## src/hw/rtl/distributed_mutex_node_defines.svh

```systemverilog
// assertion macros for the distributed mutex node
`ifndef DISTRIBUTED_MUTEX_NODE_DEFINES_SVH
`define DISTRIBUTED_MUTEX_NODE_DEFINES_SVH

// consequent holds in the same cycle as the antecedent
`define DMN_ASSERT_SAME(label, ante, cons) \
  label: assert property (@(posedge clk) disable iff (!rst_n) (ante) |-> (cons)) \
    else $error("dmn assertion failed");

// consequent holds in the cycle after the antecedent
`define DMN_ASSERT_NEXT(label, ante, cons) \
  label: assert property (@(posedge clk) disable iff (!rst_n) (ante) |=> (cons)) \
    else $error("dmn assertion failed");

`endif

```

## src/hw/rtl/dmn_pkg.sv

```systemverilog
// shared types, constants and helper functions of the distributed mutex node
package dmn_pkg;

  localparam int MAX_NODES = 16;
  localparam int NODE_W    = $clog2(MAX_NODES);
  localparam int CNT_W     = $clog2(MAX_NODES + 1);
  localparam int KIND_W    = 3;
  localparam int SEQ_W     = 32;
  localparam int ID_W      = 4;
  localparam int COUNT_W   = 5;
  localparam int CFG_W     = 5;
  localparam int CFG_IDX_W = 1;

  localparam logic [CFG_IDX_W-1:0] CFG_NODE_ID    = 1'b0;
  localparam logic [CFG_IDX_W-1:0] CFG_NODE_COUNT = 1'b1;

  typedef enum logic [KIND_W-1:0] {
    IK_LOCAL_REQ  = 3'd0,
    IK_PEER_REQ   = 3'd1,
    IK_PEER_REPLY = 3'd2,
    IK_RELEASE    = 3'd3,
    IK_LEAVE      = 3'd4,
    IK_GOODBYE    = 3'd5,
    IK_DONE       = 3'd6
  } in_kind_t;

  typedef enum logic [KIND_W-1:0] {
    M_NONE    = 3'd0,
    M_GRANT   = 3'd1,
    M_REQUEST = 3'd2,
    M_REPLY   = 3'd3,
    M_LEAVE   = 3'd4,
    M_GOODBYE = 3'd5
  } msg_kind_t;

  typedef struct packed {
    logic accept;
    logic emit;
  } ctrl_cmd_t;

  typedef struct packed {
    logic last;
  } dp_stat_t;

  function automatic logic [CNT_W-1:0] popcnt(logic [MAX_NODES-1:0] v);
    logic [CNT_W-1:0] n;
    n = '0;
    for (int i = 0; i < MAX_NODES; i++) n = n + CNT_W'(v[i]);
    return n;
  endfunction

  function automatic logic [NODE_W-1:0] lowest_idx(logic [MAX_NODES-1:0] v);
    logic [NODE_W-1:0] r;
    r = '0;
    for (int i = MAX_NODES - 1; i >= 0; i--) begin
      if (v[i]) r = NODE_W'(i);
    end
    return r;
  endfunction

  // node count used clamped to 1..MAX_NODES
  function automatic logic [COUNT_W-1:0] clamp_count(logic [COUNT_W-1:0] c);
    logic [COUNT_W-1:0] r;
    r = c;
    if (c == '0) r = COUNT_W'(1);
    else if (c > COUNT_W'(MAX_NODES)) r = COUNT_W'(MAX_NODES);
    return r;
  endfunction

endpackage

```

## src/hw/rtl/dmn_ctrl.sv

```systemverilog
// controller: takes one item, then pops its messages into the output register
module dmn_ctrl import dmn_pkg::*; (
  input  logic      clk,
  input  logic      rst_n,
  input  logic      in_valid,
  output logic      in_ready,
  input  logic      out_ready,
  output logic      out_valid,
  input  dp_stat_t  stat,
  output ctrl_cmd_t cmd
);

  typedef enum logic [1:0] {
    S_IDLE = 2'b01,
    S_EMIT = 2'b10
  } state_t;

  state_t state_r, state_nxt;
  logic   out_valid_r, out_valid_nxt;

  assign in_ready   = (state_r == S_IDLE);
  assign cmd.accept = in_ready && in_valid;
  // output register free or draining this cycle
  assign cmd.emit   = (state_r == S_EMIT) && (!out_valid_r || out_ready);
  assign out_valid  = out_valid_r;

  always_comb begin
    state_nxt = state_r;
    case (state_r)
      S_IDLE: begin
        if (cmd.accept) state_nxt = S_EMIT;
      end
      S_EMIT: begin
        if (cmd.emit && stat.last) state_nxt = S_IDLE;
      end
      default: state_nxt = S_IDLE;
    endcase
  end

  always_comb begin
    out_valid_nxt = out_valid_r;
    if (cmd.emit) out_valid_nxt = 1'b1;
    else if (out_ready) out_valid_nxt = 1'b0;
  end

  always_ff @(posedge clk) begin
    if (!rst_n) begin
      state_r     <= S_IDLE;
      out_valid_r <= 1'b0;
    end else begin
      state_r     <= state_nxt;
      out_valid_r <= out_valid_nxt;
    end
  end

endmodule

```

## config.mk

```make
export PLATFORM = sky130hd
export DESIGN_NAME = dmn_ctrl
export DESIGN_NICKNAME = d
export VERILOG_FILES = /design/src/hw/rtl/distributed_mutex_node_defines.svh /design/src/hw/rtl/dmn_pkg.sv /design/src/hw/rtl/dmn_ctrl.sv
export SDC_FILE = /design/constraint.sdc
export NUM_CORES = 1
export LEC_CHECK = 0
export BUFFER_PORTS_ARGS = -buffer_cell sky130_fd_sc_hd__buf_4
export CAP_MARGIN = 30
export CORE_AREA = 5 5 42 44
export CTS_CLUSTER_DIAMETER = 50
export CTS_CLUSTER_SIZE = 10
export DETAILED_ROUTE_END_ITERATION = 8
export DIE_AREA = 0 0 47 49
export SETUP_SLACK_MARGIN = 0.4
export SLEW_MARGIN = 20
export SYNTH_ARGS = -nofsm -noshare
export SYNTH_HDL_FRONTEND = slang
export SYNTH_SLANG_ARGS = --single-unit
```

## constraint.sdc

```tcl
create_clock -name clk -period 1.49 [get_ports clk]
set_input_delay 0.298 -clock clk [delete_from_list [all_inputs] [get_ports clk]]
set_output_delay 0.298 -clock clk [all_outputs]
set_load 0.03 [all_outputs]
```

==> results.sh, run 1 <==
export IMPL_ant_nets=0
export IMPL_regArea_um2=63.81
export IMPL_post_place_ws_ps=342.1
export IMPL_slew_headroom=0.8812
export IMPL_post_route_cell_area_um2=274.0
export IMPL_antenna_found_initial=0
export IMPL_htreeDepth=1
export IMPL_whs_ps=254.1
export IMPL_max_freq_ghz=0.7910
export IMPL_worst_clock_skew_ps=1.278
export IMPL_multiInputGateArea_um2=81.33
export IMPL_synth_area_um2=133.9
export IMPL_worst_pin_slew_ps=178.3
export IMPL_synth_distinct_cells=10
export IMPL_hold_depth=2
export IMPL_cp_slowest_cell="dfxtp_2"
export IMPL_grt_pass1_vias=142
export IMPL_detailedRoute_firstIterationViolations=0
export IMPL_cts_root_buffer="clkbuf_4"
export IMPL_cp_cell_sequence="nor2b_4, and2_4, buf_6"
export IMPL_ys_ff_latch=3
export IMPL_post_drt_wl_per_cell_um=8.310
export IMPL_reg2reg_depth=5
export IMPL_die_area_um2=2303
export IMPL_worst_ir_drop_vdd_mv=0.1610
export IMPL_place_area_um2=207.7
export IMPL_whs_endpoint="state_r[0]"
export IMPL_cts_clk_slew_worst_paths_ps=40
export IMPL_area_growth_pct=104.7
export IMPL_holdCritPathClass="in -> reg"
export IMPL_grt_use_met2=0.04525
export IMPL_setup_violations=0
export IMPL_core_um2=1401
export IMPL_worstSetupStartpointType="flip-flop"
export IMPL_ys_warn_count=0
export IMPL_hp_start="rst_n"
export IMPL_num_rows=14
export IMPL_synth_cells=13
export IMPL_crit_family="flip-flops"
export IMPL_min_period_ps=1264
export IMPL_avgSynthCellArea_um2=10.30
export IMPL_critical_path_required_ps=1190
export IMPL_n_antenna_cell=0
export IMPL_holdBufCountCts=0
export IMPL_crit_type="reg -> out"
export IMPL_slowest_delay_ps=320
export IMPL_nFillCells=176
export IMPL_nets=32
export IMPL_cts_num_sinks=3
export IMPL_total_power_uw=292.7
export IMPL_grt_pass1_wl_um=469
export IMPL_p_leak_uw=0.0001334
export IMPL_max_cap_viol_count=0
export IMPL_yosysSeqAreaShare=0.4486
export IMPL_grtUsageMet3=0.003690
export IMPL_vias=132
export IMPL_dr_pass1_iters=1
export IMPL_gr_total_overflow=0
export IMPL_grt_util_met1=0.02193
export IMPL_initial_core_util=0.09554
export IMPL_num_io_pins=9
export IMPL_drc=0
export IMPL_viasPerCell=3.143
export IMPL_portBuffers=8
export IMPL_gp_congestion=0.5410
export IMPL_crit_arrival_ps=970
export IMPL_finalHoldViolations=0
export IMPL_worstPathMaxFanout=2
export IMPL_critPathCaptureType="output port"
export IMPL_tns_ps=0
export IMPL_synth_nets=18
export IMPL_die_x_um=47
export IMPL_drive_gt1_frac=0.7692
export IMPL_rsz0062_at_grt="yes"
export IMPL_p_per_area_nw_per_um2=1068
export IMPL_grtUsageTotal=0.03237
export IMPL_period_share=0.8484
export IMPL_cts_buffers=3
export IMPL_cts_buffer_depth=2
export IMPL_clk_latency_ps=230
export IMPL_crit_buf_inv=1
export IMPL_cts_tree="done"
export IMPL_dieHeight_um=49
export IMPL_drt_wl_total_um=349
export IMPL_slew_viol_final=0
export IMPL_grt_max_degree=4
export IMPL_gr_max_usage_layer="met4"
export IMPL_reg2reg_slack_ps=380
export IMPL_r2r_start="state_r[0]"
export IMPL_worst_r2r_endpoint="state_r[1]"
export IMPL_status="complete, no violations"
export IMPL_setup_ws_ps=225.8
## synthesized netlist by cell type
library cell,instances,area (um^2)
a21boi_0,1,7.510
a21oi_1,1,5.000
and2_4,1,8.760
buf_4,1,7.510
dfxtp_1,3,60.06
nand2b_1,2,12.51
nor2b_1,1,6.260
nor2b_4,1,13.76
o21a_1,1,7.510
o21ai_1,1,5.000
## area by class of cell
cell class                      instances  area share
Tap cell                               16     0.07306
Clock buffer                            4     0.09589
Sequential cell                         3      0.2329
Multi-Input combinational cell          9      0.2968
Timing Repair Buffer                   10      0.3014
## cells by family (layout without fill, tap and decap cells)
group / Yosys count / in the layout / synth area share
compound gates: 4 / 4 / 0.1869
buf+inv: 1 / 14 / 0.05610
flops: 3 / 3 / 0.4486
simple gates: 5 / 5 / 0.3084
## sequential cells by signal (all words and copies together) (netlist names)
name       cells
out_valid      1
state_r        2
## placed cells by master (no fill, tap or decap)
cell	n
a21boi_0	1
a21oi_1	1
and2_4	1
buf_4	8
buf_6	2
clkbuf_1	1
clkbuf_4	3
dfxtp_2	3
nand2b_4	2
nor2b_1	1
nor2b_4	1
o21a_1	1
o21ai_1	1
## repair_timing
action | 4_1_cts | 5_1_grt
setup endpoints to repair | 3 | 3
pin swaps | 1 | 1
gates resized for setup | 4 | 2
setup buffers | 1 | 1
## stage by stage
stage,instances,utilization
floorplan,13,-
global placement,36,0.1482
detailed placement,36,0.1482
CTS,41,0.1821
global route,42,0.1955
finish,42,0.1955
## how the worst max path moves through the flow
stage / startpoint / end / cells after the start
3_5_place_dp: out_ready / cmd[0] / 4
2_1_floorplan: state_r[0] / cmd[1] / 2
3_3_place_gp: out_ready / cmd[0] / 4
5_1_grt: state_r[0] / cmd[0] / 3
4_1_cts: state_r[1] / cmd[1] / 3
6_report: state_r[0] / cmd[1] / 3
## routing by layer
| layer | share of wire | vias to the layer above | wire (um) |
|---|---|---|---|
| met1 | 0.27 | 57 | 94 |
| met3 | 0.17 | 0 | 61 |
| met2 | 0.55 | 7 | 193 |
| met5 | 0 | - | 0 |
| met4 | 0 | 0 | 0 |
| li1 | - | 68 | - |
## report_power, final
group          switching (uW)  total [uW]  internal [uW]
combinational            25.4        61.6           36.3
sequential               4.34        90.3           86.0
clock                    40.5         141            100
total                    70.2         293            223
(Power assumes the default switching activity.)
==> run 2: changes to the inputs <==
==> constraint.sdc (replaced) <==
create_clock -name clk -period 1.1 [get_ports clk]
set_input_delay 0.22 -clock clk [delete_from_list [all_inputs] [get_ports clk]]
set_output_delay 0.22 -clock clk [all_outputs]
set_load 0.03 [all_outputs]
==> run 2 against run 1 <==
Against the previous run: first-iteration DRC count is the same; register-to-register slack worse by 270 ps; wire length is 13% higher; worst setup slack worse by 300 ps; sequential share of layout area shrank 2.2 points; hold slack worse by 78 ps; final cell count up 4.8%; critical path type unchanged; cell area grew 15%; the flow now finishes with violations (setup timing); critical endpoint unchanged; sequential cell count unchanged; critical path depth did not move; utilization grew 2.9 points.
==> results.sh, run 2 (synthesis gave the netlist of run 1 again) <==
export IMPL_num_io_pins=9
export IMPL_holdCritPathClass="in -> reg"
export IMPL_setup_violations=3
export IMPL_initial_core_util=0.09554
export IMPL_failed_checks="setup timing"
export IMPL_max_freq_ghz=0.8535
export IMPL_cts_buffer_depth=2
export IMPL_place_area_um2=210.2
export IMPL_post_place_ws_ps=105.8
export IMPL_n_antenna_cell=0
export IMPL_critPathCaptureType="output port"
export IMPL_cts_buffers=3
export IMPL_clk_latency_ps=230
export IMPL_grtUsageTotal=0.04225
export IMPL_mostFrequentLayoutCell="buf_4"
export IMPL_finalHoldViolations=0
export IMPL_drive_gt1_frac=0.8571
export IMPL_drt_wl_total_um=394
export IMPL_slew_viol_final=0
export IMPL_antenna_found_initial=0
export IMPL_worst_ir_drop_vdd_mv=0.1551
export IMPL_critical_path_required_ps=880
export IMPL_status="finished with violations"
export IMPL_vias=147
export IMPL_area_growth_pct=134.6
export IMPL_viasPerCell=3.341
export IMPL_grt_pass1_wl_um=579
export IMPL_die_area_um2=2303
export IMPL_die_x_um=47
export IMPL_setup_ws_ps=-71.68
export IMPL_tns_ps=-149.8
export IMPL_gr_total_overflow=0
export IMPL_post_drt_wl_per_cell_um=8.955
export IMPL_nets=34
export IMPL_core_um2=1401
export IMPL_num_rows=14
export IMPL_worstSetupStartpointType="flip-flop"
export IMPL_total_power_uw=405.0
export IMPL_cts_clk_slew_worst_paths_ps=40
export IMPL_max_cap_viol_count=0
export IMPL_dr_pass1_iters=1
export IMPL_cts_root_buffer="clkbuf_4"
export IMPL_p_leak_uw=0.0001541
export IMPL_crit_type="reg -> out"
export IMPL_grt_max_degree=4
export IMPL_crit_arrival_ps=950
export IMPL_htreeDepth=1
export IMPL_cts_tree="done"
export IMPL_drc=0
export IMPL_p_per_area_nw_per_um2=1290
export IMPL_rsz0062_at_grt="yes"
export IMPL_worstPathMaxFanout=2
export IMPL_largest_register="state_r"
export IMPL_min_period_ps=1172
export IMPL_slew_headroom=0.9229
export IMPL_cts_num_sinks=3
export IMPL_dieHeight_um=49
export IMPL_largest_register_ffs=2
export IMPL_gp_congestion=0.5639
export IMPL_period_share=1.065
export IMPL_ant_nets=0
export IMPL_worst_pin_slew_ps=115.6
export IMPL_grt_pass1_vias=161
export IMPL_detailedRoute_firstIterationViolations=0
export IMPL_post_route_cell_area_um2=314.1
export IMPL_final_cell_mix="buf_4, buf_6, clkbuf_4"
export IMPL_portBuffers=8
export IMPL_worst_clock_skew_ps=1.264
==> run 2: changes by cell type in the layout (fill, tap and decap cells not counted), sizes merged <==
cell | previous run | this run
buf | 10 | 12
==> run 2: stage by stage <==
stage                     utilization  hold WS [ps]  instances
after floorplan                     -         300.0         13
after global placement         0.1500         422.2         36
after global routing           0.2241         195.6         44
final                          0.2241         175.9         44
after detailed placement       0.1500         430.4         36
after CTS                      0.2027         169.5         42
==> run 2: final cells by class <==
type                            count  area, um^2
Multi-Input combinational cell      9       92.59
Sequential cell                     3       66.31
Timing Repair Buffer               12       108.9
Fill cell                         160        1087
Tap cell                           16       20.02
Clock buffer                        4       26.28
==> run 2: per-layer routing <==
layer	wire, um	vias to the layer above	GRT usage	share of wire
met4	19	0	0.09677	0.048
met1	122	65	0.02637	0.31
li1	-	71	-	-
met5	0	-	0	0
met3	36	2	0	0.091
met2	215	9	0.06109	0.55
==> run 2: repair_timing <==
action / in CTS / in global routing
resized for setup: 9 / 3
buffers inserted: 2 / 2
setup endpoints to repair: 7 / 7
pin swaps: 3 / 1
hold buffers: 0 / 0
==> run 2: path summary, 6_finish.rpt <==
kind	from	end	slack, ps	depth (start not counted)
setup / recovery	state_r[0]	cmd[1]	-70	3
hold / removal	rst_n	state_r[0]	180	2
setup reg to reg	state_r[0]	state_r[0]	110	5
hold reg to reg	out_valid	out_valid	510	2
==> run 2: critical path, stage by stage (launching register included) <==
cell and delay [ps]:
dfxtp_2 320, nor2b_4 130, and2_4 150, buf_6 120
==> run 2: power by group <==
group	switching, uW	total, uW	internal (uW)
logic	36.5	91.1	54.6
clock network	57.5	194	136
registers	5.98	120	114
total	100	405	305
==> run 3: changes to the inputs <==
--- a/config.mk
+++ b/config.mk
@@ -12,6 +12,8 @@
 export CTS_CLUSTER_SIZE = 10
 export DETAILED_ROUTE_END_ITERATION = 8
 export DIE_AREA = 0 0 47 49
+export PLACE_DENSITY = 0.3
+export REMOVE_ABC_BUFFERS = 1
 export SETUP_SLACK_MARGIN = 0.4
 export SLEW_MARGIN = 20
 export SYNTH_ARGS = -nofsm -noshare
==> run 3 against run 2 <==
Against the previous run: the run still ends with setup timing left; largest cell class unchanged; sequential cell count is the same; sequential power about the same; register-to-register slack improved by 40 ps; worst setup slack worse by 8.1 ps; critical path type unchanged; global-route usage fell by 0.073 points; die area unchanged; cell area decreased by 8.4%; critical path depth stayed put; highest routed layer is now met3; hold slack worse by 8.4 ps.
==> results.sh, run 3 (synthesis gave the netlist of run 1 again) <==
export IMPL_status="finished with violations"
export IMPL_failed_checks="setup timing"
export IMPL_setup_ws_ps=-79.80
export IMPL_holdBufCountCts=0
export IMPL_drt_wl_total_um=351
export IMPL_grt_max_degree=4
export IMPL_slew_viol_final=0
export IMPL_detailedRoute_firstIterationViolations=2
export IMPL_htreeDepth=1
export IMPL_max_freq_ghz=0.8476
export IMPL_cts_clk_slew_worst_paths_ps=40
export IMPL_cts_num_sinks=3
export IMPL_dieHeight_um=49
export IMPL_largest_register="state_r"
export IMPL_crit_arrival_ps=960
export IMPL_portBuffers=8
export IMPL_cp_slowest_cell="dfxtp_2"
export IMPL_crit_buf_inv=1
export IMPL_cts_buffer_depth=2
export IMPL_worst_clock_skew_ps=4.350
export IMPL_crit_family="flip-flops"
export IMPL_worstSetupStartpointType="flip-flop"
export IMPL_num_rows=14
export IMPL_slew_headroom=0.9149
export IMPL_place_area_um2=206.4
export IMPL_grt_use_met2=0.04072
export IMPL_initial_core_util=0.09554
export IMPL_slowest_delay_ps=340
export IMPL_finalHoldViolations=0
export IMPL_grt_pass1_wl_um=579
export IMPL_rsz0062_at_grt="yes"
export IMPL_critical_path_required_ps=880
export IMPL_num_io_pins=9
export IMPL_viasPerCell=3.395
export IMPL_drc=0
export IMPL_ant_nets=0
export IMPL_critPathCaptureType="output port"
export IMPL_nets=33
export IMPL_post_drt_wl_per_cell_um=8.163
export IMPL_area_growth_pct=115.0
export IMPL_cts_buffers=3
export IMPL_antenna_found_initial=0
export IMPL_crit_type="reg -> out"
export IMPL_largest_register_ffs=2
export IMPL_final_cell_mix="buf_4, buf_6, clkbuf_4, dfxtp_2"
export IMPL_clk_latency_ps=240
export IMPL_p_per_area_nw_per_um2=1414
export IMPL_worstPathMaxFanout=2
export IMPL_worst_ir_drop_vdd_mv=0.5871
export IMPL_mostFrequentLayoutCell="buf_4"
export IMPL_p_leak_uw=0.0001347
export IMPL_tns_ps=-180.3
export IMPL_dr_pass1_iters=4
export IMPL_cts_root_buffer="clkbuf_4"
export IMPL_grtUsageMet3=0.07011
export IMPL_cp_cell_sequence="nor2b_4, and2_4, buf_6"
export IMPL_grtUsageTotal=0.04152
export IMPL_gr_max_usage_layer="met3"
export IMPL_grt_pass1_vias=152
export IMPL_period_share=1.073
export IMPL_gp_congestion=0.6987
export IMPL_worst_pin_slew_ps=126.5
export IMPL_n_antenna_cell=0
export IMPL_grt_util_met1=0.04167
export IMPL_die_x_um=47
export IMPL_post_route_cell_area_um2=287.8
export IMPL_core_um2=1401
export IMPL_holdCritPathClass="in -> reg"
export IMPL_vias=146
export IMPL_max_cap_viol_count=0
export IMPL_gr_total_overflow=0
export IMPL_setup_violations=3
export IMPL_die_area_um2=2303
export IMPL_min_period_ps=1180
export IMPL_drive_gt1_frac=0.8148
export IMPL_cts_tree="done"
[run 3: worst paths after layout]
kind / from / endpoint / slack (ps) / cells past startpoint
setup / recovery: state_r[1] / cmd[1] / -80 / 3
hold / removal: rst_n / state_r[0] / 170 / 2
hold reg to reg: out_valid / out_valid / 530 / 2
setup reg to reg: state_r[0] / state_r[1] / 150 / 4
[run 3: final cells by class]
type	instances	area (um^2)
tap	16	20.02
timing repair buffer	11	97.59
fill	158	1114
sequential	3	63.81
clock buffer	4	26.28
multi-input combinational	9	80.08
[run 3: where the power goes]
| group | leakage (uW) | switching [uW] | internal, uW | total (uW) |
|---|---|---|---|---|
| sequential | 0.0000252 | 5.40 | 116 | 122 |
| combinational | 0.0000946 | 35.4 | 50.4 | 85.8 |
| clock | 0.0000150 | 62.9 | 136 | 199 |
[run 3: what timing repair did]
action                     4_1_cts  5_1_grt
setup endpoints to repair        7        7
pin swaps                        2        0
gates resized for setup          6        4
setup buffers                    1        2
[run 3: worst register-to-register path, delay by kind of cell (launching register included)]
family,cells,cell delay [ps]
flops,1,310
simple gates,2,250
compound gates,1,150
buf+inv,1,130
[run 3: stage by stage]
step,util,hold WS (ps),instances,total power [uW],worst slack [ps]
final,0.2054,167.5,43,406.9,-79.80
after global routing,0.2054,150.2,43,441.3,-145.4
after floorplan,-,300.0,12,158.9,-114.8
after CTS,0.1848,165.0,41,402.1,-92.60
after detailed placement,0.1473,422.9,36,186.7,105.1
after global placement,0.1473,418.9,36,185.3,111.5
[run 3: metal layers]
| metal | vias up | wire length (um) | part of all wire |
|---|---|---|---|
| li1 | 70 | - | - |
| met1 | 63 | 151 | 0.43 |
| met2 | 13 | 102 | 0.29 |
| met3 | 0 | 97 | 0.28 |
| met4 | 0 | 0 | 0 |
| met5 | - | 0 | 0 |
