File: config.mk
export PLATFORM = sky130hd
export DESIGN_NAME = dmn_dp
export DESIGN_NICKNAME = d
export VERILOG_FILES = /design/src/hw/rtl/distributed_mutex_node_defines.svh /design/src/hw/rtl/dmn_pkg.sv /design/src/hw/rtl/dmn_dp.sv
export SDC_FILE = /design/constraint.sdc
export NUM_CORES = 1
export LEC_CHECK = 0
export BUFFER_PORTS_ARGS = -buffer_cell sky130_fd_sc_hd__buf_4
export CORE_UTILIZATION = 28
export DETAILED_ROUTE_END_ITERATION = 12
export PLACE_DENSITY = 0.49
export SLEW_MARGIN = 10
export SYNTH_ARGS = -nofsm -noshare
export SYNTH_HDL_FRONTEND = slang
export SYNTH_SLANG_ARGS = --single-unit
File: constraint.sdc
create_clock -name clk -period 6.9 [get_ports clk]
set_input_delay 0.69 -clock clk [delete_from_list [all_inputs] [get_ports clk]]
set_output_delay 0.69 -clock clk [all_outputs]
set_load 0.03 [all_outputs]
File: src/hw/rtl/distributed_mutex_node_defines.svh
// assertion macros for the distributed mutex node
`ifndef DISTRIBUTED_MUTEX_NODE_DEFINES_SVH
`define DISTRIBUTED_MUTEX_NODE_DEFINES_SVH

// consequent holds in the same cycle as the antecedent
`define DMN_ASSERT_SAME(label, ante, cons) \
  label: assert property (@(posedge clk) disable iff (!rst_n) (ante) |-> (cons)) \
    else $error("dmn assertion failed");

// consequent holds in the cycle after the antecedent
`define DMN_ASSERT_NEXT(label, ante, cons) \
  label: assert property (@(posedge clk) disable iff (!rst_n) (ante) |=> (cons)) \
    else $error("dmn assertion failed");

`endif

File: src/hw/rtl/dmn_pkg.sv
// shared types, constants and helper functions of the distributed mutex node
package dmn_pkg;

  localparam int MAX_NODES = 16;
  localparam int NODE_W    = $clog2(MAX_NODES);
  localparam int CNT_W     = $clog2(MAX_NODES + 1);
  localparam int KIND_W    = 3;
  localparam int SEQ_W     = 32;
  localparam int ID_W      = 4;
  localparam int COUNT_W   = 5;
  localparam int CFG_W     = 5;
  localparam int CFG_IDX_W = 1;

  localparam logic [CFG_IDX_W-1:0] CFG_NODE_ID    = 1'b0;
  localparam logic [CFG_IDX_W-1:0] CFG_NODE_COUNT = 1'b1;

  typedef enum logic [KIND_W-1:0] {
    IK_LOCAL_REQ  = 3'd0,
    IK_PEER_REQ   = 3'd1,
    IK_PEER_REPLY = 3'd2,
    IK_RELEASE    = 3'd3,
    IK_LEAVE      = 3'd4,
    IK_GOODBYE    = 3'd5,
    IK_DONE       = 3'd6
  } in_kind_t;

  typedef enum logic [KIND_W-1:0] {
    M_NONE    = 3'd0,
    M_GRANT   = 3'd1,
    M_REQUEST = 3'd2,
    M_REPLY   = 3'd3,
    M_LEAVE   = 3'd4,
    M_GOODBYE = 3'd5
  } msg_kind_t;

  typedef struct packed {
    logic accept;
    logic emit;
  } ctrl_cmd_t;

  typedef struct packed {
    logic last;
  } dp_stat_t;

  function automatic logic [CNT_W-1:0] popcnt(logic [MAX_NODES-1:0] v);
    logic [CNT_W-1:0] n;
    n = '0;
    for (int i = 0; i < MAX_NODES; i++) n = n + CNT_W'(v[i]);
    return n;
  endfunction

  function automatic logic [NODE_W-1:0] lowest_idx(logic [MAX_NODES-1:0] v);
    logic [NODE_W-1:0] r;
    r = '0;
    for (int i = MAX_NODES - 1; i >= 0; i--) begin
      if (v[i]) r = NODE_W'(i);
    end
    return r;
  endfunction

  // node count used clamped to 1..MAX_NODES
  function automatic logic [COUNT_W-1:0] clamp_count(logic [COUNT_W-1:0] c);
    logic [COUNT_W-1:0] r;
    r = c;
    if (c == '0) r = COUNT_W'(1);
    else if (c > COUNT_W'(MAX_NODES)) r = COUNT_W'(MAX_NODES);
    return r;
  endfunction

endpackage

File: src/hw/rtl/dmn_dp.sv
// datapath: node state, per-item message plan and output register
module dmn_dp import dmn_pkg::*; (
  input  logic                 clk,
  input  logic                 rst_n,
  input  ctrl_cmd_t            cmd,
  output dp_stat_t             stat,
  input  logic                 cfg_we,
  input  logic [CFG_IDX_W-1:0] cfg_index,
  input  logic [CFG_W-1:0]     cfg_wdata,
  input  logic [KIND_W-1:0]    in_kind,
  input  logic [ID_W-1:0]      in_source_node,
  input  logic [SEQ_W-1:0]     in_sequence_req,
  output logic [KIND_W-1:0]    out_message_kind,
  output logic [ID_W-1:0]      out_destination_node,
  output logic [SEQ_W-1:0]     out_message_sequence,
  output logic                 out_last_of_run,
  output logic                 out_finished
);

  // configuration
  logic [ID_W-1:0]      node_id_r;
  logic [COUNT_W-1:0]   node_count_r;

  // protocol state
  logic [SEQ_W-1:0]     own_seq_r, own_seq_nxt;
  logic [SEQ_W-1:0]     high_seq_r, high_seq_nxt;
  logic                 requesting_r, requesting_nxt;
  logic [CNT_W-1:0]     ro_r, ro_nxt;
  logic [MAX_NODES-1:0] replied_r, replied_nxt;
  logic [MAX_NODES-1:0] deferred_r, deferred_nxt;
  logic [MAX_NODES-1:0] alive_r, alive_nxt;
  logic [CNT_W-1:0]     alive_cnt_r, alive_cnt_nxt;
  logic [MAX_NODES-1:0] gb_r, gb_nxt;
  logic [CNT_W-1:0]     go_r, go_nxt;
  logic                 leaving_r, leaving_nxt;
  logic                 done_r, done_nxt;

  // message plan of the current item
  logic                 grant_r, grant_nxt;
  logic [MAX_NODES-1:0] set_a_r, set_a_nxt;
  msg_kind_t            a_kind_r, a_kind_nxt;
  logic [MAX_NODES-1:0] set_b_r, set_b_nxt;
  logic                 tail_r, tail_nxt;
  msg_kind_t            tail_kind_r, tail_kind_nxt;
  logic [ID_W-1:0]      tail_dest_r, tail_dest_nxt;

  // output register
  msg_kind_t            out_kind_r;
  logic [ID_W-1:0]      out_dest_r;
  logic [SEQ_W-1:0]     out_seq_r;
  logic                 out_last_r;
  logic                 out_fin_r;

  logic [COUNT_W-1:0]   eff;
  logic [MAX_NODES-1:0] member_mask, self_bit, live, sbit;
  logic [CNT_W-1:0]     live_cnt, ro_dec, go_dec;
  logic                 peer_ok;

  // planned item
  logic                 ev_grant, ev_tail;
  logic [MAX_NODES-1:0] ev_set_a, ev_set_b;
  msg_kind_t            ev_a_kind, ev_tail_kind;
  logic [ID_W-1:0]      ev_tail_dest;

  // message picked this cycle
  msg_kind_t            pick_kind;
  logic [ID_W-1:0]      pick_dest;
  logic [SEQ_W-1:0]     pick_seq;
  logic                 pick_last;
  logic [NODE_W-1:0]    idx_a, idx_b;
  logic [MAX_NODES-1:0] rem_a, rem_b;

  assign eff = clamp_count(node_count_r);

  always_comb begin
    for (int i = 0; i < MAX_NODES; i++) member_mask[i] = (COUNT_W'(i) < eff);
  end

  assign self_bit = (COUNT_W'(node_id_r) < eff) ? (MAX_NODES'(1) << node_id_r) : '0;
  assign live     = alive_r & member_mask & ~self_bit;
  assign live_cnt = popcnt(live);
  assign sbit     = MAX_NODES'(1) << in_source_node;
  assign peer_ok  = (COUNT_W'(in_source_node) < eff) && (in_source_node != node_id_r);
  assign ro_dec   = (ro_r != '0) ? ro_r - CNT_W'(1) : '0;
  assign go_dec   = (go_r != '0) ? go_r - CNT_W'(1) : '0;

  // state update and message plan for one accepted item
  always_comb begin
    own_seq_nxt    = own_seq_r;
    high_seq_nxt   = high_seq_r;
    requesting_nxt = requesting_r;
    ro_nxt         = ro_r;
    replied_nxt    = replied_r;
    deferred_nxt   = deferred_r;
    alive_nxt      = alive_r;
    alive_cnt_nxt  = alive_cnt_r;
    gb_nxt         = gb_r;
    go_nxt         = go_r;
    leaving_nxt    = leaving_r;
    done_nxt       = done_r;
    ev_grant       = 1'b0;
    ev_set_a       = '0;
    ev_a_kind      = M_REPLY;
    ev_set_b       = '0;
    ev_tail        = 1'b0;
    ev_tail_kind   = M_NONE;
    ev_tail_dest   = '0;
    if (!done_r) begin
      case (in_kind_t'(in_kind))
        IK_LOCAL_REQ: begin
          if (!requesting_r) begin
            requesting_nxt = 1'b1;
            own_seq_nxt    = high_seq_r + SEQ_W'(1);
            replied_nxt    = ~live;
            ro_nxt         = live_cnt;
            ev_grant       = (live_cnt == '0);
            ev_set_a       = live;
            ev_a_kind      = M_REQUEST;
          end
        end
        IK_PEER_REQ: begin
          if (peer_ok) begin
            if (in_sequence_req > high_seq_r) high_seq_nxt = in_sequence_req;
            // defer requests that rank after our own
            if (requesting_r && (in_sequence_req > own_seq_r ||
                (in_sequence_req == own_seq_r && in_source_node > node_id_r))) begin
              deferred_nxt = deferred_r | sbit;
            end else begin
              ev_tail      = 1'b1;
              ev_tail_kind = M_REPLY;
              ev_tail_dest = in_source_node;
            end
          end
        end
        IK_PEER_REPLY: begin
          if (peer_ok && requesting_r && !(|(replied_r & sbit))) begin
            replied_nxt = replied_r | sbit;
            ro_nxt      = ro_dec;
            ev_grant    = (ro_dec == '0);
          end
        end
        IK_RELEASE: begin
          if (requesting_r) begin
            requesting_nxt = 1'b0;
            ev_set_a       = deferred_r & member_mask;
            ev_a_kind      = M_REPLY;
            deferred_nxt   = '0;
          end
        end
        IK_LEAVE: begin
          if (peer_ok) begin
            if (|(alive_r & sbit)) begin
              alive_nxt = alive_r & ~sbit;
              if (alive_cnt_r != '0) alive_cnt_nxt = alive_cnt_r - CNT_W'(1);
            end
            if (requesting_r && !(|(replied_r & sbit))) begin
              replied_nxt = replied_r | sbit;
              ro_nxt      = ro_dec;
              ev_grant    = (ro_dec == '0);
            end
            if (leaving_r && !(|(gb_r & sbit))) begin
              gb_nxt = gb_r | sbit;
              go_nxt = go_dec;
              if (go_dec == '0) done_nxt = 1'b1;
            end
            ev_tail      = 1'b1;
            ev_tail_kind = M_GOODBYE;
            ev_tail_dest = in_source_node;
          end
        end
        IK_GOODBYE: begin
          if (peer_ok && leaving_r && !(|(gb_r & sbit))) begin
            gb_nxt = gb_r | sbit;
            go_nxt = go_dec;
            if (go_dec == '0) done_nxt = 1'b1;
          end
        end
        IK_DONE: begin
          if (!leaving_r) begin
            leaving_nxt  = 1'b1;
            alive_nxt    = alive_r & ~self_bit;
            // non-peers count as having said goodbye already
            gb_nxt       = ~live;
            go_nxt       = live_cnt;
            if (live_cnt == '0) done_nxt = 1'b1;
            ev_set_a     = deferred_r & member_mask;
            ev_a_kind    = M_REPLY;
            deferred_nxt = '0;
            ev_set_b     = live;
          end
        end
        default: begin
        end
      endcase
    end
  end

  // pick the next message: grant, first sweep, second sweep, then the tail
  assign idx_a = lowest_idx(set_a_r);
  assign idx_b = lowest_idx(set_b_r);
  assign rem_a = set_a_r & ~(MAX_NODES'(1) << idx_a);
  assign rem_b = set_b_r & ~(MAX_NODES'(1) << idx_b);

  always_comb begin
    pick_kind = tail_kind_r;
    pick_dest = tail_dest_r;
    pick_seq  = '0;
    pick_last = 1'b1;
    grant_nxt = grant_r;
    set_a_nxt = set_a_r;
    set_b_nxt = set_b_r;
    tail_nxt  = tail_r;
    if (grant_r) begin
      pick_kind = M_GRANT;
      pick_dest = '0;
      pick_last = (set_a_r == '0) && (set_b_r == '0) && !tail_r;
      grant_nxt = 1'b0;
    end else if (set_a_r != '0) begin
      pick_kind = a_kind_r;
      pick_dest = ID_W'(idx_a);
      pick_seq  = (a_kind_r == M_REQUEST) ? own_seq_r : '0;
      pick_last = (rem_a == '0) && (set_b_r == '0) && !tail_r;
      set_a_nxt = rem_a;
    end else if (set_b_r != '0) begin
      pick_kind = M_LEAVE;
      pick_dest = ID_W'(idx_b);
      pick_last = (rem_b == '0) && !tail_r;
      set_b_nxt = rem_b;
    end else begin
      tail_nxt  = 1'b0;
    end
  end

  assign stat.last = pick_last;
  assign a_kind_nxt    = ev_a_kind;
  assign tail_kind_nxt = ev_tail_kind;
  assign tail_dest_nxt = ev_tail_dest;

  always_ff @(posedge clk) begin
    if (!rst_n) begin
      node_id_r    <= '0;
      node_count_r <= COUNT_W'(MAX_NODES);
      own_seq_r    <= '0;
      high_seq_r   <= '0;
      requesting_r <= 1'b0;
      ro_r         <= '0;
      replied_r    <= '0;
      deferred_r   <= '0;
      alive_r      <= '1;
      alive_cnt_r  <= CNT_W'(MAX_NODES);
      gb_r         <= '0;
      go_r         <= '0;
      leaving_r    <= 1'b0;
      done_r       <= 1'b0;
      grant_r      <= 1'b0;
      set_a_r      <= '0;
      set_b_r      <= '0;
      tail_r       <= 1'b0;
    end else begin
      if (cmd.accept) begin
        own_seq_r    <= own_seq_nxt;
        high_seq_r   <= high_seq_nxt;
        requesting_r <= requesting_nxt;
        ro_r         <= ro_nxt;
        replied_r    <= replied_nxt;
        deferred_r   <= deferred_nxt;
        alive_r      <= alive_nxt;
        alive_cnt_r  <= alive_cnt_nxt;
        gb_r         <= gb_nxt;
        go_r         <= go_nxt;
        leaving_r    <= leaving_nxt;
        done_r       <= done_nxt;
        grant_r      <= ev_grant;
        set_a_r      <= ev_set_a;
        set_b_r      <= ev_set_b;
        // a no-message item still yields one result
        tail_r       <= ev_tail || !(ev_grant || (ev_set_a != '0) || (ev_set_b != '0));
      end else if (cmd.emit) begin
        grant_r      <= grant_nxt;
        set_a_r      <= set_a_nxt;
        set_b_r      <= set_b_nxt;
        tail_r       <= tail_nxt;
      end
      if (cfg_we) begin
        case (cfg_index)
          CFG_NODE_ID: node_id_r <= cfg_wdata[ID_W-1:0];
          CFG_NODE_COUNT: begin
            node_count_r <= cfg_wdata[COUNT_W-1:0];
            alive_cnt_r  <= CNT_W'(clamp_count(cfg_wdata[COUNT_W-1:0]));
          end
          default: begin
          end
        endcase
      end
    end
  end

  always_ff @(posedge clk) begin
    if (cmd.accept) begin
      a_kind_r    <= a_kind_nxt;
      tail_kind_r <= tail_kind_nxt;
      tail_dest_r <= tail_dest_nxt;
    end
    if (cmd.emit) begin
      out_kind_r <= pick_kind;
      out_dest_r <= pick_dest;
      out_seq_r  <= pick_seq;
      out_last_r <= pick_last;
      out_fin_r  <= done_r;
    end
  end

  assign out_message_kind     = out_kind_r;
  assign out_destination_node = out_dest_r;
  assign out_message_sequence = out_seq_r;
  assign out_last_of_run      = out_last_r;
  assign out_finished         = out_fin_r;

endmodule

==> flow_summary_export.csv, run 1 <==
group,metric,value,unit
status,status,"finished, final reports clean",
detailed_routing,drt_first_pass_iters,5,
logic_synthesis,synth_area,14400,um^2
sta,tightest_slew,1.19,ns
cts,cts_root_buffer,"clkbuf_16",
logic_synthesis,synth.top_cells.by_area,"dfxtp_1 26%, edfxtp_1 10%, ha_1 7.1%, nand2_1 4.7%, a21oi_1 4.5%",
critical_path,cp.required,7.37,ns
place,port_buffers,91,
cts,ctsResizeCount,0,
detailed_routing,viasPerCell,5.47,
detailed_routing,drtAntennaViolNets,0,
logic_synthesis,synth_edf_count,49,
logic_synthesis,ys_warn_count,0,
floorplan,die-area,52500,um^2
cts,cts_sinks,233,
cts,numCtsBuffers,29,
cts,post_cts_buffers,0,
power_and_ir_drop,p_leak,6.36,nW
global_route,antenna_found_initial,1,
run,drv_cap,0,
logic_synthesis,synth_nets,1874,
detailed_routing,wirelength,52.5,mm
logic_synthesis,synthArstFlopShare,0,
critical_path,crit_start,"node_id_r[1]",
layout,fin_cells,2473,
global_route,grt_pass1_vias,12900,
layout,fin_util,0.332,
cts,ctsHoldBuffers,0,
power_and_ir_drop,p_total,3.95,mW
sta,hold_viol,0,
detailed_routing,drt-met1-wl,24.7,mm
layout,drive_gt1_frac,0.132,
place,dp_cells,2418,
logic_synthesis,yosys_register_bits,233,
layout,fin_nets,1919,
sta,slew_headroom,0.204,
place,globalplace.congestion,0.937,
cts,max-clock-path-buffers,3,
sta,layout_min_cycle_time,6.53,ns
floorplan,initial_core_util,0.286,
logic_synthesis,yosysUniqueCellTypes,107,
detailed_routing,top_layer,"met4",
detailed_routing,drcViolationCount,0,
logic_synthesis,synth_top_area_frac,0.255,
global_route,grt_overflow,0,
detailed_routing,met3WireLength,3.50,mm
critical_path,r2r_start,"node_id_r[1]",
sta,drv_slew,0,
floorplan,coreArea,50500,um^2
cts,insertion_delay,0.57,ns
critical_path,critPathLaunchType,"flip-flop",
sta,fmax,153,MHz
logic_synthesis,syn_inst,1732,
logic_synthesis,avgSynthCellArea,8.34,um^2
layout,final_cell_mix,"183 x dfxtp_1, 182 x nand2_1, 129 x a21oi_1",
sta,fin_setup_tns,0,ns
power_and_ir_drop,irDropWorstVdd,0.171,mV
sta,setup_violations,0,
detailed_routing,route.met2.wl,23.0,mm
min_path,hold_path.class,"in -> reg",
global_route,grt_max_degree,81,
critical_path,worstPathArrival,7.00,ns
sta,timing.final.crit_share,0.946,
floorplan,die_h,229,um
cts,clk_pin_slew,0.06,ns
cts,cts_tree,"built",
critical_path,path_class,"reg -> reg",
place,dp_hpwl,38.0,mm
global_route,grt_usage,0.197,
detailed_routing,vias,13500,
critical_path,setup.worst_path.end_class,"flip-flop",
logic_synthesis,ys_seq_area_frac,0.357,
detailed_routing,drt_iter0_markers,1270,
floorplan,io_pins,92,
logic_synthesis,yosys.area.top_type,"dfxtp_1",
logic_synthesis,ys.flop_type,"dfxtp_1",
sta,clock_skew,0.0122,ns
floorplan,rows,82,
sta,rsz0062_at_grt,"no",
layout,areaGrowthSynthToFinish,15.9,%
power_and_ir_drop,cellPowerDensity,236,nW/um^2
min_path,min_from,"cfg_wdata[4]",
floorplan,die-width,229,um
detailed_routing,routedWlPerCell,21.2,um
cts,htree_levels,1,
layout,final_common_cell,"dfxtp_1",
critical_path,path_max_fanout,9,
global_route,grt_pass1_wl,81.1,mm
[path summary, 6_finish.rpt]
check / to / slack [ns] / depth (start not counted)
worst max register to register: tail_r / 0.37 / 23
worst min register to register: deferred_r[4] / 0.47 / 1
worst min-delay path: node_count_r[4] / 0.36 / 3
worst max-delay path: tail_r / 0.37 / 23
[Yosys cell counts (all sizes together) (13+ instances only)]
library cell / number
clkbuf: 83
nand2b: 15
o211ai: 24
nor2b: 21
o21a: 19
dfxtp: 184
and3: 22
edfxtp: 49
nor2: 118
o211a: 18
ha: 82
inv: 113
and2: 13
a21oi: 131
nand3: 91
a211oi: 19
xnor2: 31
buf: 28
nor3: 53
o21ai: 107
or3: 14
o221a: 14
nor4: 52
nand2: 182
nand4: 31
[report_power, final]
part	switching (mW)	internal (mW)	total, mW
Sequential	0.0344	1.44	1.47
Combinational	0.542	0.315	0.856
Clock	0.633	0.991	1.62
[worst max-delay path: stages, from the launching register on]
cell,delay (ns)
dfxtp_1,0.57
ha_1,0.30
or2_2,0.32
a2111oi_0,0.67
buf_4,0.23
or3b_2,0.13
inv_1,0.06
fa_1,0.50
inv_1,0.05
fa_1,0.44
fa_1,0.52
fa_1,0.42
inv_1,0.07
ha_1,0.16
inv_1,0.06
fa_1,0.40
xnor2_1,0.26
inv_1,0.08
and3_1,0.18
and3_1,0.20
nand2_1,0.06
o31ai_1,0.08
or3_1,0.40
o41ai_2,0.30
[cells by family after synthesis]
| kind of cell | Yosys count | share of synthesized area |
|---|---|---|
| multiplexers | 15 | 0.0108 |
| XOR/XNOR | 34 | 0.0206 |
| buffers and inverters | 224 | 0.0647 |
| AND/OR/NAND/NOR | 657 | 0.233 |
| AO/OA/AOI/OAI | 477 | 0.229 |
| flip-flops | 233 | 0.357 |
| adder cells (fa/ha/maj) | 92 | 0.0849 |
[flip-flops by register name, summed over array words and instances, names as in the netlist, 3 cells and up]
signal and cells:
alive_r 16, set_b_r 16, set_a_r 16, node_id_r 4
node_count_r 5, tail_dest_r 4, gb_r 16, deferred_r 16
high_seq_r 32, replied_r 16, ro_r 5, tail_kind_r 3
own_seq_r 32, out_message_sequence 32, go_r 5, out_message_kind 3
out_destination_node 4
[area by class of cell]
class,count,area (um^2)
timing repair buffer,125,938
fill,5339,33700
multi-input combinational,1275,8370
clock inverter,16,215
antenna,1,2.50
clock buffer,38,790
inverter,113,424
tap,672,841
sequential,233,5160
[stage by stage]
stage	setup WS [ns]	hold slack [ns]	instance area, um^2
after floorplan	0.727	0.406	14400
after global placement	0.572	0.449	15700
after detailed placement	0.457	0.453	15700
after CTS	0.438	0.341	16700
after global routing	0.0711	0.378	16700
final	0.371	0.360	16700
[routing by layer]
metal | vias up | track usage
met4 | 0 | 0.0575
met5 | - | 0
met2 | 518 | 0.302
li1 | 6460 | -
met3 | 85 | 0.0265
met1 | 6465 | 0.284
Power figures use the tool's default switching activity.
==> run 2, diff against run 1 <==
Settings changed: MAX_ROUTING_LAYER set to met4.
==> flow_summary_export.csv, run 2 (same netlist as run 1, synthesis figures left out) <==
group,metric,value,unit
detailed_routing,drtAntennaViolNets,0,
layout,multi_input_area,8370,um^2
layout,final_cell_mix,"183 x dfxtp_1, 182 x nand2_1, 129 x a21oi_1",
critical_path,r2r_start,"node_count_r[4]",
place,globalplace.congestion,0.957,
sta,setup_violations,0,
floorplan,io_pins,92,
critical_path,worstPathArrival,7.03,ns
global_route,grt_overflow,0,
layout,fin_util,0.331,
cts,cts_sinks,233,
critical_path,r2r_cells,24,
floorplan,die-width,229,um
layout,design_area,16700,um^2
cts,cts_tree,"built",
sta,setup_ws,0.364,ns
sta,hold_viol,0,
sta,tightest_slew,1.16,ns
critical_path,worstReg2RegEnd,"tail_r",
cts,insertion_delay,0.59,ns
critical_path,path_max_fanout,11,
layout,fin_nets,1915,
global_route,grt_usage,0.205,
critical_path,setup.worst_path.end_class,"flip-flop",
sta,layout_min_cycle_time,6.54,ns
floorplan,initial_core_util,0.286,
global_route,grt_pass1_vias,13000,
floorplan,coreArea,50500,um^2
cts,ctsResizeCount,0,
global_route,grt_pass1_wl,82.1,mm
power_and_ir_drop,p_leak,6.35,nW
layout,final_common_cell,"dfxtp_1",
cts,max-clock-path-buffers,3,
detailed_routing,drt_first_pass_iters,5,
cts,post_cts_buffers,0,
floorplan,die_h,229,um
cts,numCtsBuffers,29,
sta,slew_headroom,0.229,
sta,clock_skew,0.00955,ns
detailed_routing,wirelength,53.3,mm
detailed_routing,routedWlPerCell,21.6,um
sta,drv_slew,0,
sta,fin_setup_tns,0,ns
cts,ctsHoldBuffers,0,
layout,regArea,5160,um^2
floorplan,rows,82,
layout,fillers,5336,
place,port_buffers,91,
critical_path,cp_cell_sequence,"nand2b_1 > ha_1 > or2_2 > a2111oi_0 > buf_4 > or3b_2 > inv_1 > fa_1 > inv_1 > fa_1 > fa_1 > fa_1 > inv_1 > ha_1 > inv_1 > fa_1 > xnor2_1 > inv_1 > and3_1 > and3_1 > nand2_1 > o31ai_1 > or3_1 > o41ai_2",
detailed_routing,vias,13500,
place,dp_hpwl,38.4,mm
cts,clk_pin_slew,0.06,ns
min_path,holdPathEnd,"node_count_r[4]",
layout,drive_gt1_frac,0.131,
cts,cts_root_buffer,"clkbuf_16",
critical_path,cp.required,7.39,ns
run,drv_cap,0,
place,place_area,15700,um^2
min_path,min_from,"cfg_wdata[4]",
cts,htree_levels,1,
detailed_routing,drcViolationCount,0,
detailed_routing,viasPerCell,5.48,
sta,rsz0062_at_grt,"no",
critical_path,worst-r2r-setup-slack,0.36,ns
critical_path,cp_slowest_stage_delay,0.60,ns
critical_path,path_class,"reg -> reg",
critical_path,critPathLaunchType,"flip-flop",
global_route,grt_max_degree,82,
floorplan,die-area,52500,um^2
detailed_routing,drt_iter0_markers,1239,
power_and_ir_drop,irDropWorstVdd,0.168,mV
layout,areaGrowthSynthToFinish,15.7,%
min_path,hold_path.class,"in -> reg",
status,status,"finished, final reports clean",
min_path,hold_depth,3,
sta,fmax,153,MHz
global_route,antenna_found_initial,1,
power_and_ir_drop,cellPowerDensity,237,nW/um^2
critical_path,cp_slowest_cell,"a2111oi_0",
sta,timing.final.crit_share,0.947,
place,dp_slack,0.357,ns
sta,whs,0.342,ns
## run 2: cell count changes in the layout (fill, tap and decap cells not counted), sizes merged
cell,delta
clkbuf,+7
clkinv,-5
buf,-4
bufinv,-3
inv,+1
## run 2: area by class of cell
cell class,count,share of cell area
diodes,1,0.000150
flip-flops and latches,233,0.309
inverters,113,0.0254
well taps,672,0.0503
clock buffers,45,0.0537
repair buffers,121,0.0544
multi-input cells,1275,0.501
clock inverters,9,0.00666
## run 2: worst max-delay path by stage
stage               startpoint     end  slack [ns]  cells past startpoint
4_1_cts        node_count_r[4]  tail_r        0.32                     24
2_1_floorplan  node_count_r[4]  tail_r        0.73                     27
5_1_grt        node_count_r[4]  tail_r        0.09                     24
3_3_place_gp   node_count_r[4]  tail_r        0.46                     24
3_5_place_dp   node_count_r[4]  tail_r        0.36                     24
6_report       node_count_r[4]  tail_r        0.36                     24
## run 2: routing by layer
metal	up-vias	track usage	share of wire	wire, um
met5	-	-	0	0
met4	0	0.0585	0.025	1350
met3	67	0.0335	0.063	3390
met2	496	0.304	0.43	23100
met1	6526	0.285	0.48	25500
li1	6443	-	-	-
## run 2: worst max-delay path, delay by kind of cell, from the launching register on
family                     cells  cell delay [ns]
buffers and inverters          6             0.53
and+or+nand+nor                7             1.48
adders and majority gates      7             2.69
xor gates and xnor gates       1             0.24
AOI/OAI and AO/OA              3             0.98
DFF                            1             0.53
## run 2: power by group
group	switching (mW)	internal [mW]	leakage [nW]
clock	0.660	0.968	0.504
combinational	0.549	0.315	3.86
sequential	0.0364	1.44	1.99
total	1.25	2.72	6.35
## run 2: stage by stage
step                      std cells  total power, mW
after floorplan                1732             2.07
after global placement         2414             2.35
after detailed placement       2414             2.36
after CTS                      2468             4.00
after global routing           2469             4.14
final                          2469             3.97
==> run 3, diff against run 2 <==
Settings changed: BUFFER_PORTS_ARGS -buffer_cell sky130_fd_sc_hd__buf_4 to -buffer_cell sky130_fd_sc_hd__buf_2.
==> flow_summary_export.csv, run 3 (same netlist as run 1, synthesis figures left out) <==
group,metric,value,unit
status,status,"finished, final reports clean",
critical_path,crit_buf_inv,6,
detailed_routing,top_layer,"met4",
floorplan,die-area,52500,um^2
critical_path,cp_top_family,"adder cells",
place,dp_hpwl,38.9,mm
place,port_buffers,91,
detailed_routing,viasPerCell,5.51,
floorplan,coreArea,50500,um^2
cts,cts_tree,"built",
global_route,grt_overflow,0,
min_path,hold_path.class,"in -> reg",
cts,ctsHoldBuffers,0,
sta,drv_slew,0,
floorplan,io_pins,92,
sta,slew_headroom,0.218,
cts,cts_sinks,233,
power_and_ir_drop,cellPowerDensity,245,nW/um^2
critical_path,cp_slowest_stage_delay,0.53,ns
power_and_ir_drop,irDropWorstVdd,0.182,mV
critical_path,crit_start,"node_count_r[4]",
place,place_area,15500,um^2
detailed_routing,vias,13600,
floorplan,initial_core_util,0.286,
sta,hold_viol,0,
layout,final_cell_mix,"183 x dfxtp_1, 182 x nand2_1, 129 x a21oi_1",
sta,setup_violations,0,
detailed_routing,wirelength,54.0,mm
sta,tightest_slew,1.17,ns
critical_path,worst-r2r-setup-slack,0.63,ns
detailed_routing,met3WireLength,2.98,mm
layout,final_common_cell,"dfxtp_1",
sta,clock_skew,0.0138,ns
sta,whs,0.349,ns
critical_path,critPathLaunchType,"flip-flop",
layout,areaGrowthSynthToFinish,15.2,%
floorplan,die_h,229,um
global_route,grt_usage,0.209,
detailed_routing,drtAntennaViolNets,0,
global_route,grt_pass1_vias,13200,
detailed_routing,routedWlPerCell,21.8,um
detailed_routing,drt_iter0_markers,1276,
min_path,min_from,"cfg_wdata[4]",
detailed_routing,route.met2.wl,23.8,mm
global_route,grt_pass1_wl,83.3,mm
place,globalplace.congestion,0.944,
critical_path,r2r_start,"node_count_r[4]",
floorplan,rows,82,
cts,post_cts_buffers,0,
detailed_routing,drt-met1-wl,25.7,mm
sta,timing.final.crit_share,0.909,
cts,ctsResizeCount,0,
critical_path,cp.required,7.38,ns
critical_path,path_max_fanout,12,
layout,fin_nets,1922,
layout,drive_gt1_frac,0.135,
critical_path,worstPathArrival,6.75,ns
sta,fmax,159,MHz
critical_path,cp_slowest_cell,"fa_1",
sta,layout_min_cycle_time,6.27,ns
critical_path,path_class,"reg -> reg",
critical_path,cp_cell_sequence,"nand2b_1 > ha_1 > or2_2 > a2111oi_0 > buf_4 > or3b_2 > inv_1 > fa_1 > inv_1 > fa_1 > fa_1 > fa_1 > inv_1 > ha_1 > inv_1 > fa_1 > xnor2_1 > inv_1 > and3_1 > and3_1 > nand2_1 > o31ai_1 > or3_1 > o41ai_2",
global_route,antenna_found_initial,2,
layout,design_area,16600,um^2
cts,clk_pin_slew,0.06,ns
global_route,grt_max_degree,84,
power_and_ir_drop,p_leak,6.36,nW
run,drv_cap,0,
floorplan,die-width,229,um
cts,htree_levels,1,
cts,cts_root_buffer,"clkbuf_16",
detailed_routing,drcViolationCount,0,
cts,numCtsBuffers,30,
cts,max-clock-path-buffers,3,
detailed_routing,drt_first_pass_iters,6,
sta,rsz0062_at_grt,"no",
layout,fillers,5343,
critical_path,setup.worst_path.end_class,"flip-flop",
cts,insertion_delay,0.58,ns
sta,fin_setup_tns,0,ns
[run 3: worst reg2reg max path, stage by stage, from the launching register on]
cell and delay, ns:
dfxtp_1 0.52, nand2b_1 0.19, ha_1 0.22, or2_2 0.32, a2111oi_0 0.43, buf_4 0.20
or3b_2 0.12, inv_1 0.05, fa_1 0.49, inv_1 0.05, fa_1 0.45, fa_1 0.53
fa_1 0.41, inv_1 0.07, ha_1 0.16, inv_1 0.05, fa_1 0.39, xnor2_1 0.25
inv_1 0.09, and3_1 0.18, and3_1 0.20, nand2_1 0.06, o31ai_1 0.07, or3_1 0.40
o41ai_2 0.27
[run 3: metrics by stage]
| step | power, mW | worst slack, ns | utilization | instances |
|---|---|---|---|---|
| 2_1_floorplan | 2.07 | 0.727 | - | 1732 |
| 3_3_place_gp | 2.33 | 0.732 | 0.307 | 2420 |
| 3_5_place_dp | 2.33 | 0.654 | 0.307 | 2420 |
| 4_1_cts | 4.11 | 0.628 | 0.329 | 2476 |
| 5_1_grt | 4.26 | 0.168 | 0.330 | 2478 |
| 6_report | 4.08 | 0.625 | 0.330 | 2478 |
[run 3: path summary, 6_finish.rpt]
check	cells after the start	endpoint
max reg2reg	24	tail_r
min	3	node_count_r[4]
max	24	tail_r
min reg2reg	2	own_seq_r[1]
[run 3: where the power goes]
group	leakage, nW	switching (mW)	total [mW]	internal, mW
logic	3.82	0.544	0.840	0.297
registers	1.99	0.0350	1.47	1.44
clock network	0.550	0.655	1.77	1.11
[run 3: layer usage]
layer,vias to the layer above,track usage
met5,-,-
met4,0,0.0635
met3,90,0.0271
met2,456,0.314
met1,6624,0.289
li1,6479,-
[run 3: layout make-up]
cell class	count	area, um^2	area share
multi-input combinational	1275	8370	0.503
sequential	233	5160	0.310
clock buffer	46	933	0.0561
tap	672	841	0.0505
timing repair buffer	127	728	0.0438
inverter	113	424	0.0255
clock inverter	10	180	0.0108
antenna	2	5.00	0.000301
